File: config.mk
export PLATFORM = sky130hd
export DESIGN_NAME = vhd_post
export DESIGN_NICKNAME = d
export VERILOG_FILES = /design/src/hdl/vhd_pkg.sv /design/src/hdl/vhd_post.sv
export SDC_FILE = /design/constraint.sdc
export NUM_CORES = 1
export LEC_CHECK = 0
export BUFFER_PORTS_ARGS = -buffer_cell sky130_fd_sc_hd__buf_2
export CORE_MARGIN = 8
export CORE_UTILIZATION = 46
export CTS_CLUSTER_SIZE = 24
export DETAILED_ROUTE_END_ITERATION = 7
export PLACE_DENSITY = 0.88
export SYNTH_ARGS = -nofsm -noshare
export SYNTH_HDL_FRONTEND = slang
export SYNTH_SLANG_ARGS = --single-unit
File: constraint.sdc
create_clock -name clock -period 4.1 [get_ports clock]
set_input_delay 1.23 -clock clock [delete_from_list [all_inputs] [get_ports clock]]
set_output_delay 1.23 -clock clock [all_outputs]
set_load 0.005 [all_outputs]
File: src/hdl/vhd_pkg.sv
// ----------------------------------------------------------------------------
// vhd_pkg: shared types and constants for the vector heading block
// widths, angle constants, arctangent steps and the cordic cell payload
// ----------------------------------------------------------------------------
package vhd_pkg;

   // input components and cordic length
   localparam int IN_WIDTH    = 16;
   localparam int CORDIC_STEPS = 16;
   localparam int MAX_STEPS   = 24;
   localparam int STEP_IDX_W  = $clog2(MAX_STEPS);
   localparam int PRESCALE    = 24;

   // working widths: magnitude, prescale, and headroom for cordic gain
   localparam int XW = IN_WIDTH + 1 + PRESCALE + 3;
   localparam int ZW = 25;
   localparam int AW = 25;

   // bus widths
   localparam int REQ_DATA_W = 2 * IN_WIDTH;
   localparam int HEAD_W     = 16;
   localparam int OFF_W      = 9;

   // angle constants in 2^-16 degree
   localparam int Z_ONE_DEG = 65536;
   localparam logic [AW-1:0] Q90  = AW'(90 * Z_ONE_DEG);
   localparam logic [AW-1:0] Q180 = AW'(180 * Z_ONE_DEG);
   localparam logic [AW-1:0] Q360 = AW'(360 * Z_ONE_DEG);

   // output scale: 1/128 degree
   localparam logic [HEAD_W:0]   FULL_TURN_OUT = (HEAD_W + 1)'(46080);
   localparam logic [AW-1:0]     ROUND_HALF    = AW'(256);
   localparam int                ROUND_SHIFT   = 9;
   localparam logic [OFF_W-1:0]  FULL_DEG      = OFF_W'(360);
   localparam logic [OFF_W-1:0]  OFFSET_RESET  = OFF_W'(135);

   // cordic cell payload
   typedef struct packed {
      logic signed [XW-1:0] x;
      logic signed [XW-1:0] y;
      logic signed [ZW-1:0] z;
   } vec_type;

   // side info that rides along the chain
   typedef struct packed {
      logic neg_x;
      logic neg_y;
      logic zero_vec;
      logic x_zero;
      logic y_zero;
   } tag_type;

   // round(atan(2^-i) in degrees * 65536)
   function automatic logic [ZW-1:0] atan_step(input logic [STEP_IDX_W-1:0] idx);
      logic [ZW-1:0] val;
      case (idx)
         5'd0:    val = ZW'(2949120);
         5'd1:    val = ZW'(1740967);
         5'd2:    val = ZW'(919879);
         5'd3:    val = ZW'(466945);
         5'd4:    val = ZW'(234379);
         5'd5:    val = ZW'(117304);
         5'd6:    val = ZW'(58666);
         5'd7:    val = ZW'(29335);
         5'd8:    val = ZW'(14668);
         5'd9:    val = ZW'(7334);
         5'd10:   val = ZW'(3667);
         5'd11:   val = ZW'(1833);
         5'd12:   val = ZW'(917);
         5'd13:   val = ZW'(458);
         5'd14:   val = ZW'(229);
         5'd15:   val = ZW'(115);
         5'd16:   val = ZW'(57);
         5'd17:   val = ZW'(29);
         5'd18:   val = ZW'(14);
         5'd19:   val = ZW'(7);
         5'd20:   val = ZW'(4);
         5'd21:   val = ZW'(2);
         5'd22:   val = ZW'(1);
         default: val = '0;
      endcase
      return val;
   endfunction

endpackage

File: src/hdl/vhd_post.sv
// ----------------------------------------------------------------------------
// vhd_post: quadrant fold, rounding and offset wrap
// two stages: clamp and fold to full circle, then round to 1/128 degree
// ----------------------------------------------------------------------------
module vhd_post (
   input  logic                              clock,
   input  logic                              reset,
   input  logic                              advance,
   input  logic [vhd_pkg::OFF_W-1:0]         offset,
   input  logic                              valid_in,
   input  vhd_pkg::vec_type                  vec_in,
   input  vhd_pkg::tag_type                  tag_in,
   output logic                              valid_out,
   output logic [vhd_pkg::HEAD_W-1:0]        heading,
   output logic                              zero_vector
);

   logic                          fold_valid_ff;
   logic [vhd_pkg::AW-1:0]        angle_ff;
   logic [vhd_pkg::AW-1:0]        angle_in;
   logic                          fold_zero_ff;
   logic [vhd_pkg::AW-1:0]        zc;

   logic                          out_valid_ff;
   logic [vhd_pkg::HEAD_W-1:0]    head_ff;
   logic [vhd_pkg::HEAD_W-1:0]    head_in;
   logic                          zero_ff;

   logic [vhd_pkg::AW:0]          rounded;
   logic [vhd_pkg::HEAD_W:0]      h_raw;
   logic [vhd_pkg::HEAD_W-1:0]    h_wrap;
   logic [vhd_pkg::HEAD_W-1:0]    off_scaled;

   // stage 1: clamp to [0, 90] with axis overrides, then fold by signs
   always_comb begin
      if (tag_in.y_zero || vec_in.z[vhd_pkg::ZW-1]) begin
         zc = '0;
      end else if (tag_in.x_zero ||
                   vhd_pkg::AW'(unsigned'(vec_in.z)) > vhd_pkg::Q90) begin
         zc = vhd_pkg::Q90;
      end else begin
         zc = vhd_pkg::AW'(unsigned'(vec_in.z));
      end
      case ({tag_in.neg_x, tag_in.neg_y})
         2'b00:   angle_in = zc;
         2'b10:   angle_in = vhd_pkg::Q180 - zc;
         2'b11:   angle_in = vhd_pkg::Q180 + zc;
         2'b01:   angle_in = vhd_pkg::Q360 - zc;
         default: angle_in = zc;
      endcase
   end

   // stage 2: round, wrap the full turn, subtract offset modulo full turn
   always_comb begin
      rounded    = {1'b0, angle_ff} + {1'b0, vhd_pkg::ROUND_HALF};
      h_raw      = rounded[vhd_pkg::AW:vhd_pkg::ROUND_SHIFT];
      h_wrap     = (h_raw >= vhd_pkg::FULL_TURN_OUT) ?
                   vhd_pkg::HEAD_W'(h_raw - vhd_pkg::FULL_TURN_OUT) :
                   vhd_pkg::HEAD_W'(h_raw);
      off_scaled = {offset, 7'b0};
      if (fold_zero_ff) begin
         head_in = '0;
      end else if (h_wrap < off_scaled) begin
         head_in = h_wrap + vhd_pkg::HEAD_W'(vhd_pkg::FULL_TURN_OUT) - off_scaled;
      end else begin
         head_in = h_wrap - off_scaled;
      end
   end

   always_ff @(posedge clock) begin
      if (reset) begin
         fold_valid_ff <= 1'b0;
         out_valid_ff  <= 1'b0;
      end else if (advance) begin
         fold_valid_ff <= valid_in;
         out_valid_ff  <= fold_valid_ff;
      end
   end

   always_ff @(posedge clock) begin
      if (advance) begin
         angle_ff     <= angle_in;
         fold_zero_ff <= tag_in.zero_vec;
         head_ff      <= head_in;
         zero_ff      <= fold_zero_ff;
      end
   end

   assign valid_out   = out_valid_ff;
   assign heading     = head_ff;
   assign zero_vector = zero_ff;

endmodule
==> results.json, run 1 <==
{
  "status": "complete, but fails checks",
  "failed_checks": "setup timing",
  "placementRows": 34,
  "worst_path_most_repeated_cell": "a21oi_2",
  "clock_sinks": 37,
  "syn-num-nets": 654,
  "hpwlAfterDp_um": 7820,
  "cts_buffer_depth": 2,
  "reg2regPathDepth": 20,
  "cp_cell_sequence": "buf_6 -> and3_4 -> and3_4 -> a311oi_2 -> a211oi_2 -> o311ai_1 -> o21ai_1 -> mux2i_1 -> nor2_2 -> xnor2_2 -> ha_1 -> a21oi_2 -> a21oi_2 -> o21ai_2 -> a21oi_2 -> nor2_1 -> buf_4 -> mux2i_1 -> xor2_1 -> nor2_1",
  "grt_first_pass_wirelength_um": 16000,
  "ant_nets": 0,
  "crit_slowest_cell": "edfxtp_1",
  "synth_top_family_by_area": "simple AND/OR/NAND/NOR gates",
  "drive_gt1_frac": 0.291,
  "combPwrFrac": 0.538,
  "switching_power_mw": 0.674,
  "root_buffer": "clkbuf_8",
  "worstPathRequired_ps": 4130,
  "detail_route.first_pass.iterations": 5,
  "critPathMaxFanout": 4,
  "peakVddDrop_mv": 0.132,
  "finalSetupTns_ps": -651,
  "portBuffers": 60,
  "synth_xor_area_frac": 0.0939,
  "synth.area.mux_share": 0.0294,
  "netSwitchingFraction": 0.376,
  "finalSetupViolCount": 11,
  "io_pins": 149,
  "arrival_ps": 4250,
  "clkLatencyLatePin_ps": 290,
  "synthTopCellsByCount": "nor2_1 (60), inv_1 (41), ha_1 (40)",
  "synthTopCellsByArea": "edfxtp_1 (26%), ha_1 (13%), xnor2_1 (5.7%), nor2_1 (5.6%), inv_1 (3.8%)",
  "diodes": 0,
  "stdcell_count": 685,
  "synth-simple-area-share": 0.212,
  "final_area_um2": 5070,
  "core_um2": 8590,
  "tightest_slew_ps": 759,
  "antenna_found_initial": 0,
  "start_kind": "register",
  "dieArea_um2": 11900,
  "power_frac_seq": 0.287,
  "cts_tree": "done",
  "rsz0062_at_grt": "yes",
  "endpoint_kind": "register",
  "slew_violations": 0,
  "setup_ws_ps": -123,
  "hold-path-endpoint": "fold_valid_ff$_SDFFE_PP0P_",
  "numCtsBuffers": 5,
  "critPathTopFamily": "compound AO/OA/AOI/OAI gates",
  "crit_buf_inv": 2,
  "num_vias": 3940,
  "timing.final.crit_share": 1.03,
  "hold_viol_final": 0,
  "async_flop_share": 0,
  "finalCriticalPeriod_ps": 4220,
  "drv_cap": 0,
  "dp_cells": 670,
  "drt_wl_total_um": 10300,
  "grt_max_degree": 38,
  "dpl_cell_area_um2": 4720,
  "yosysUniqueCellTypes": 63,
  "p_clk_frac": 0.175,
  "cp.depth": 20,
  "detail_route.wl_per_cell_um": 15.0,
  "dpl_worst_slack_ps": -128,
  "synth_most_common_cell": "nor2_1",
  "vias_per_cell": 5.75,
  "path_clk_slew_ps": 70,
  "grt_pass1_vias": 3823,
  "rr_endpoint": "heading[11]$_SDFFCE_PP0P_",
  "max_freq_mhz": 237,
  "synth_top_area_share": 0.263,
  "r2r-start": "angle_ff[9]$_DFFE_PP_",
  "drc": 0,
  "initialDrtViolationCount": 199,
  "synth-adder-area-share": 0.150,
  "p_per_area_nw_per_um2": 353,
  "dieHeight_um": 109,
  "nets": 752,
  "area_growth_pct": 26.8,
  "hold_depth": 2,
  "overflow": 0,
  "ys_ff_latch": 37,
  "yosysTopAreaCell": "edfxtp_1",
  "syn_area_um2": 4000,
  "leakage_nw": 2.22,
  "internal_power_mw": 1.12,
  "skew_ps": 3.61,
  "synth_edf_count": 35,
  "postSynthCellCount": 478,
  "yosys_warnings": 0,
  "critPathKind": "reg2reg",
  "rrSetupSlack_ps": -120,
  "avgSynthCellArea_um2": 8.37,
  "slew_headroom": 0.494,
  "gp_congestion": 0.878,
  "htreeDepth": 2,
  "yosysSeqAreaShare": 0.273,
  "worstHoldStart": "fold_valid_ff$_SDFFE_PP0P_",
  "initial_core_util": 0.465,
  "max_stage_delay_ps": 410,
  "synth_compound_area_frac": 0.188,
  "track_usage": 0.162,
  "die_w_um": 109,
  "hp-class": "reg2reg",
  "synth-main-ff-cell": "edfxtp_1"
}
-- cell type report --
type	instances	area [um2]
fill	714	3520
sequential	37	1090
multi-input combinational	386	2910
clock buffer	5	68.8
tap	108	135
clock inverter	3	46.3
inverter	41	154
timing repair buffer	105	666
-- state kept, by name, indices dropped and copies added, names as in the netlist --
name           count
fold_zero_ff       1
heading           16
angle_ff          17
fold_valid_ff      1
valid_out          1
zero_vector        1
-- cell families after synthesis --
family | Yosys count
XOR/XNOR | 42
multiplexers | 11
AND/OR/NAND/NOR | 175
adder cells (fa/ha/maj) | 45
flip-flops | 37
buffers and inverters | 55
other | 1
AO/OA/AOI/OAI | 112
-- cells in the final DEF, fill, tap and decap left out, types with 11 or more instances in the layout --
cell / n
nor3_1: 14
buf_4: 40
edfxtp_1: 35
ha_1: 38
o21ai_0: 13
nand3_1: 15
nor2_1: 57
buf_2: 60
inv_1: 41
a21oi_1: 12
xor2_1: 15
o21ai_1: 12
xnor2_1: 22
a21oi_2: 11
nand2_1: 34
-- power groups by stage --
stage | sequential (mW) | combinational, mW | clock (mW)
after floorplan | 0.513 | 0.566 | 0
after global placement | 0.519 | 0.768 | 0
after detailed placement | 0.520 | 0.816 | 0
after CTS | 0.512 | 0.831 | 0.320
after global routing | 0.519 | 1.04 | 0.337
final | 0.513 | 0.964 | 0.314
-- metrics by stage --
stage	power (mW)	hold slack (ps)	utilization
2_1_floorplan	1.08	460	-
3_3_place_gp	1.29	469	0.550
3_5_place_dp	1.34	491	0.550
4_1_cts	1.66	512	0.566
5_1_grt	1.90	540	0.590
6_report	1.79	502	0.590
-- layer usage --
metal / routed length, um / track usage / share of wire / up-vias
met2: 5230 / 0.306 / 0.51 / 157
met3: 738 / 0.0313 / 0.072 / 33
met5: 0 / 0 / 0 / -
met1: 4080 / 0.174 / 0.40 / 1843
li1: - / - / - / 1907
met4: 264 / 0.0588 / 0.026 / 0
-- worst reg2reg max path: stages, from the launching register on --
cell and delay (ps):
edfxtp_1 410, buf_6 140, and3_4 190, and3_4 180, a311oi_2 290, a211oi_2 90
o311ai_1 290, o21ai_1 190, mux2i_1 210, nor2_2 80, xnor2_2 220, ha_1 300
a21oi_2 200, a21oi_2 110, o21ai_2 210, a21oi_2 100, nor2_1 150, buf_4 170
mux2i_1 220, xor2_1 170, nor2_1 50
-- worst max path at each step --
stage                          startpoint                   endpoint  slack (ps)
finish              angle_ff[9]$_DFFE_PP_  heading[11]$_SDFFCE_PP0P_        -120
global placement               vec_in[10]     angle_ff[24]$_DFFE_PP_         -90
detailed placement              vec_in[4]     angle_ff[24]$_DFFE_PP_        -130
CTS                 angle_ff[8]$_DFFE_PP_  heading[11]$_SDFFCE_PP0P_          20
global route        angle_ff[9]$_DFFE_PP_  heading[11]$_SDFFCE_PP0P_        -420
floorplan                       vec_in[0]     angle_ff[24]$_DFFE_PP_          20
-- timing repair --
| action | in CTS | in global routing |
|---|---|---|
| gates cloned | 0 | 0 |
| setup buffers | 0 | 8 |
| hold buffers | 0 | 0 |
| endpoints found under the setup margin | 14 | 15 |
| pin swaps | 6 | 23 |
| gates resized for setup | 6 | 35 |
No activity file was read; power rests on OpenSTA's default activity.
==> inputs of run 2 (changes only) <==
- CORE_UTILIZATION: 46 -> 47
- CTS_BUF_LIST: not set -> sky130_fd_sc_hd__clkbuf_4 sky130_fd_sc_hd__clkbuf_8
- PLACE_DENSITY: 0.88 -> 0.9
==> results.json, run 2 (same netlist as run 1, synthesis figures left out) <==
{
  "io_pins": 149,
  "peakVddDrop_mv": 0.158,
  "skew_ps": 4.68,
  "dp_cells": 675,
  "max_freq_mhz": 251,
  "setup_ws_ps": 123,
  "met1_usage": 0.164,
  "critPathKind": "reg2reg",
  "drive_gt1_frac": 0.281,
  "cts_tree": "done",
  "grt_first_pass_wirelength_um": 15300,
  "rsz0062_at_grt": "yes",
  "detail_route.first_pass.iterations": 4,
  "nets": 756,
  "detail_route.wl_per_cell_um": 14.2,
  "worst_path_most_repeated_cell": "a21oi_2",
  "finalCriticalPeriod_ps": 3980,
  "initialDrtViolationCount": 119,
  "finalSetupViolCount": 0,
  "core_um2": 8220,
  "root_buffer": "clkbuf_8",
  "hp-class": "reg2reg",
  "clock_sinks": 37,
  "seq_area_um2": 1090,
  "die_w_um": 108,
  "slew_headroom": 0.485,
  "antenna_found_initial": 0,
  "cp_cell_sequence": "and4_2 -> nand3_1 -> a311oi_2 -> a211oi_2 -> o311ai_2 -> o21ai_2 -> mux2i_1 -> nor2_1 -> xnor2_2 -> ha_1 -> a21oi_2 -> a21oi_2 -> o21ai_2 -> a21oi_2 -> nor2_4 -> mux2i_1 -> xor2_1 -> nor2_1",
  "r2r-start": "angle_ff[13]$_DFFE_PP_",
  "path_clk_slew_ps": 80,
  "overflow": 0,
  "status": "completed",
  "max_stage_delay_ps": 410,
  "grt_pass1_vias": 3676,
  "arrival_ps": 4010,
  "worstHoldStart": "valid_out$_SDFFE_PP0P_",
  "tightest_slew_ps": 773,
  "worstPathRequired_ps": 4140,
  "gp_congestion": 0.885,
  "vias_per_cell": 5.56,
  "start_kind": "register",
  "grt_max_degree": 38,
  "final_common_cell": "buf_2",
  "critPathMaxFanout": 6,
  "endpoint_kind": "register",
  "dpl_worst_slack_ps": -167,
  "cts_buffer_depth": 2,
  "top_register": "angle_ff",
  "fin_util": 0.613,
  "cts_hold_buf": 0,
  "leakage_nw": 2.22,
  "timing.final.crit_share": 0.970,
  "p_per_area_nw_per_um2": 341,
  "htreeDepth": 2,
  "area_growth_pct": 25.9,
  "drv_cap": 0,
  "hold_viol_final": 0,
  "dieHeight_um": 108,
  "busiest_layer": "met2",
  "final_area_um2": 5040,
  "drt_wl_total_um": 9720,
  "mostFrequentLayoutCells": "buf_2 (60), nor2_1 (59), buf_4 (48)",
  "diodes": 0,
  "initial_core_util": 0.487,
  "drc": 0,
  "portBuffers": 60,
  "multi_input_area_um2": 2870,
  "stdcell_count": 686,
  "clkLatencyLatePin_ps": 300,
  "crit_start": "angle_ff[13]$_DFFE_PP_",
  "largest_reg_flops": 17,
  "slew_violations": 0,
  "crit_slowest_cell": "edfxtp_1",
  "dieArea_um2": 11700,
  "placementRows": 33,
  "ant_nets": 0,
  "dpl_cell_area_um2": 4770,
  "num_vias": 3813,
  "hpwlAfterDp_um": 7650,
  "use_met3": 0.0381,
  "numCtsBuffers": 5,
  "nFillCells": 674,
  "use_met2": 0.293,
  "track_usage": 0.156
}
==> run 2: power by group <==
part / switching [mW] / total, mW / internal, mW
sequential: 0.0311 / 0.511 / 0.480
clock: 0.139 / 0.321 / 0.182
combinational: 0.465 / 0.885 / 0.420
total: 0.635 / 1.72 / 1.08
==> run 2: worst paths after layout <==
path / slack [ps] / depth (start not counted) / endpoint
max: 120 / 18 / heading[11]$_SDFFCE_PP0P_
min reg2reg: 510 / 2 / valid_out$_SDFFE_PP0P_
min: 510 / 2 / valid_out$_SDFFE_PP0P_
max reg2reg: 120 / 18 / heading[11]$_SDFFCE_PP0P_
==> run 2: final cells by class <==
cell class | count | share of cell area
Clock buffer | 5 | 0.0137
Clock inverter | 3 | 0.00919
Inverter | 41 | 0.0306
Multi-Input combinational cell | 386 | 0.570
Sequential cell | 37 | 0.217
Tap cell | 105 | 0.0261
Timing Repair Buffer | 109 | 0.133
==> run 2: through the flow <==
step	setup TNS (ps)	hold WS [ps]	total power, mW
2_1_floorplan	0	460	1.08
4_1_cts	-3.57	508	1.65
5_1_grt	-1720	553	1.83
3_3_place_gp	-157	468	1.28
6_report	0	507	1.72
3_5_place_dp	-1270	490	1.32
==> run 2: routing by layer <==
metal | wire length (um) | share of wire
met1 | 3910 | 0.40
met2 | 4990 | 0.51
met3 | 629 | 0.065
met4 | 184 | 0.019
met5 | 0 | 0
==> run 2: repair_timing <==
item                                    in CTS  in global routing
endpoints found under the setup margin      14                 15
buffers inserted                             0                  3
pin swaps                                    2                 22
gates resized for setup                      7                 21
==> run 2: worst max-delay path: cells and delay by family (launching register included) <==
kind                     cells  cell delay [ps]
flip-flops                   1              410
AO/OA/AOI/OAI                8             1410
XOR/XNOR                     2              270
adder cells (fa/ha/maj)      1              340
AND/OR/NAND/NOR              5              870
multiplexers                 2              410
==> inputs of run 3 (changes only) <==
- CELL_PAD_IN_SITES_DETAIL_PLACEMENT: not set -> 0
- CELL_PAD_IN_SITES_GLOBAL_PLACEMENT: not set -> 1
- CORE_UTILIZATION: 47 -> 34
==> results.json, run 3 (same netlist as run 1, synthesis figures left out) <==
{
  "peakVddDrop_mv": 0.218,
  "slew_violations": 0,
  "arrival_ps": 4060,
  "antenna_found_initial": 0,
  "stdcell_count": 728,
  "finalSetupViolCount": 0,
  "hpwlAfterDp_um": 7930,
  "nets": 760,
  "detail_route.wl_per_cell_um": 13.9,
  "io_pins": 149,
  "htreeDepth": 2,
  "slew_headroom": 0.456,
  "crit_slowest_cell": "edfxtp_1",
  "initial_core_util": 0.349,
  "tightest_slew_ps": 816,
  "grt_first_pass_wirelength_um": 16500,
  "endpoint_kind": "register",
  "worstPathRequired_ps": 4130,
  "drive_gt1_frac": 0.308,
  "drv_cap": 0,
  "start_kind": "register",
  "dieHeight_um": 124,
  "cp_cell_sequence": "buf_6 -> and3_4 -> and3_4 -> a311oi_2 -> a211oi_2 -> o311ai_1 -> o21ai_1 -> mux2i_1 -> nor2_1 -> xnor2_2 -> ha_1 -> a21oi_2 -> a21oi_2 -> o21ai_2 -> a21oi_2 -> nor2_4 -> mux2i_1 -> xor2_1 -> nor2_1",
  "max_stage_delay_ps": 430,
  "critPathMaxFanout": 5,
  "portBuffers": 60,
  "worst_path_most_repeated_cell": "a21oi_2",
  "finalCriticalPeriod_ps": 4030,
  "drt_wl_total_um": 10100,
  "status": "completed",
  "clock_sinks": 37,
  "rsz0062_at_grt": "yes",
  "gp_congestion": 0.897,
  "numCtsBuffers": 5,
  "final_common_cell": "buf_2",
  "path_clk_slew_ps": 80,
  "dieArea_um2": 15500,
  "area_growth_pct": 30.4,
  "cts_buffer_depth": 2,
  "hold_viol_final": 0,
  "grt_max_degree": 38,
  "die_w_um": 124,
  "skew_ps": 6.63,
  "finalSetupTns_ps": 0,
  "clkLatencyLatePin_ps": 300,
  "dp_cells": 716,
  "cts_hold_buf": 0,
  "placementRows": 39,
  "hp-class": "reg2reg",
  "vias_per_cell": 5.26,
  "detail_route.first_pass.iterations": 5,
  "max_freq_mhz": 248,
  "nFillCells": 1095,
  "overflow": 0,
  "core_um2": 11500,
  "top_register": "angle_ff",
  "critPathKind": "reg2reg",
  "p_per_area_nw_per_um2": 343,
  "initialDrtViolationCount": 210,
  "largest_reg_flops": 17,
  "ant_nets": 0,
  "drc": 0,
  "grt_pass1_vias": 3812,
  "root_buffer": "clkbuf_8",
  "timing.final.crit_share": 0.983,
  "num_vias": 3831,
  "mostFrequentLayoutCells": "buf_2 (61), nor2_1 (58), buf_4 (50)",
  "diodes": 0,
  "cts_tree": "done",
  "leakage_nw": 2.25,
  "track_usage": 0.122
}
==> run 3: path summary, 6_finish.rpt <==
kind         cells past startpoint              startpoint  slack (ps)                         to
max                             19   angle_ff[8]$_DFFE_PP_          70  heading[11]$_SDFFCE_PP0P_
min                              2  valid_out$_SDFFE_PP0P_         500     valid_out$_SDFFE_PP0P_
max reg2reg                     19   angle_ff[8]$_DFFE_PP_          70  heading[11]$_SDFFCE_PP0P_
min reg2reg                      2  valid_out$_SDFFE_PP0P_         500     valid_out$_SDFFE_PP0P_
==> run 3: through the flow <==
stage | power (mW) | cell area, um2 | hold slack (ps) | utilization | setup slack (ps)
final | 1.79 | 5210 | 497 | 0.455 | 69.9
after detailed placement | 1.33 | 4840 | 488 | 0.422 | -202
after global placement | 1.30 | 4840 | 470 | 0.422 | -122
after CTS | 1.66 | 4970 | 507 | 0.433 | 6.43
after floorplan | 1.08 | 4050 | 460 | - | 22.8
after global routing | 1.92 | 5210 | 544 | 0.455 | -177
==> run 3: timing repair <==
action / CTS / global route
gates cloned: 0 / 1
endpoints found under the setup margin: 14 / 15
resized for setup: 5 / 38
pin swaps: 3 / 25
buffers inserted: 0 / 3
==> run 3: layout make-up <==
class	instances	area [um2]	area share
clock inverters	3	46.3	0.00888
inverters	41	154	0.0295
repair buffers	113	703	0.135
clock buffers	5	68.8	0.0132
multi-input cells	386	2970	0.570
well taps	143	179	0.0343
flip-flops and latches	37	1090	0.209
==> run 3: report_power, final <==
| group | internal, mW | leakage (nW) | switching, mW | total, mW |
|---|---|---|---|---|
| Combinational | 0.461 | 1.84 | 0.495 | 0.956 |
| Clock | 0.182 | 0.0543 | 0.141 | 0.323 |
| Sequential | 0.480 | 0.364 | 0.0313 | 0.511 |
| Total | 1.12 | 2.25 | 0.668 | 1.79 |
==> run 3: metal layers <==
metal	share of wire	global-route usage	wire length, um	vias up
met3	0.047	0.0294	476	15
met2	0.50	0.212	5060	102
met4	0.014	0.0340	145	0
li1	-	-	-	1913
met1	0.44	0.145	4450	1801
met5	0	0	0	-
==> run 3: critical path, delay by kind of cell, from the launching register on <==
family,cells,cell delay [ps]
AOI/OAI and AO/OA,8,1410
xor gates and xnor gates,2,310
adders and majority gates,1,280
buffers and inverters,1,140
DFF,1,430
muxes,2,400
and+or+nand+nor,5,780
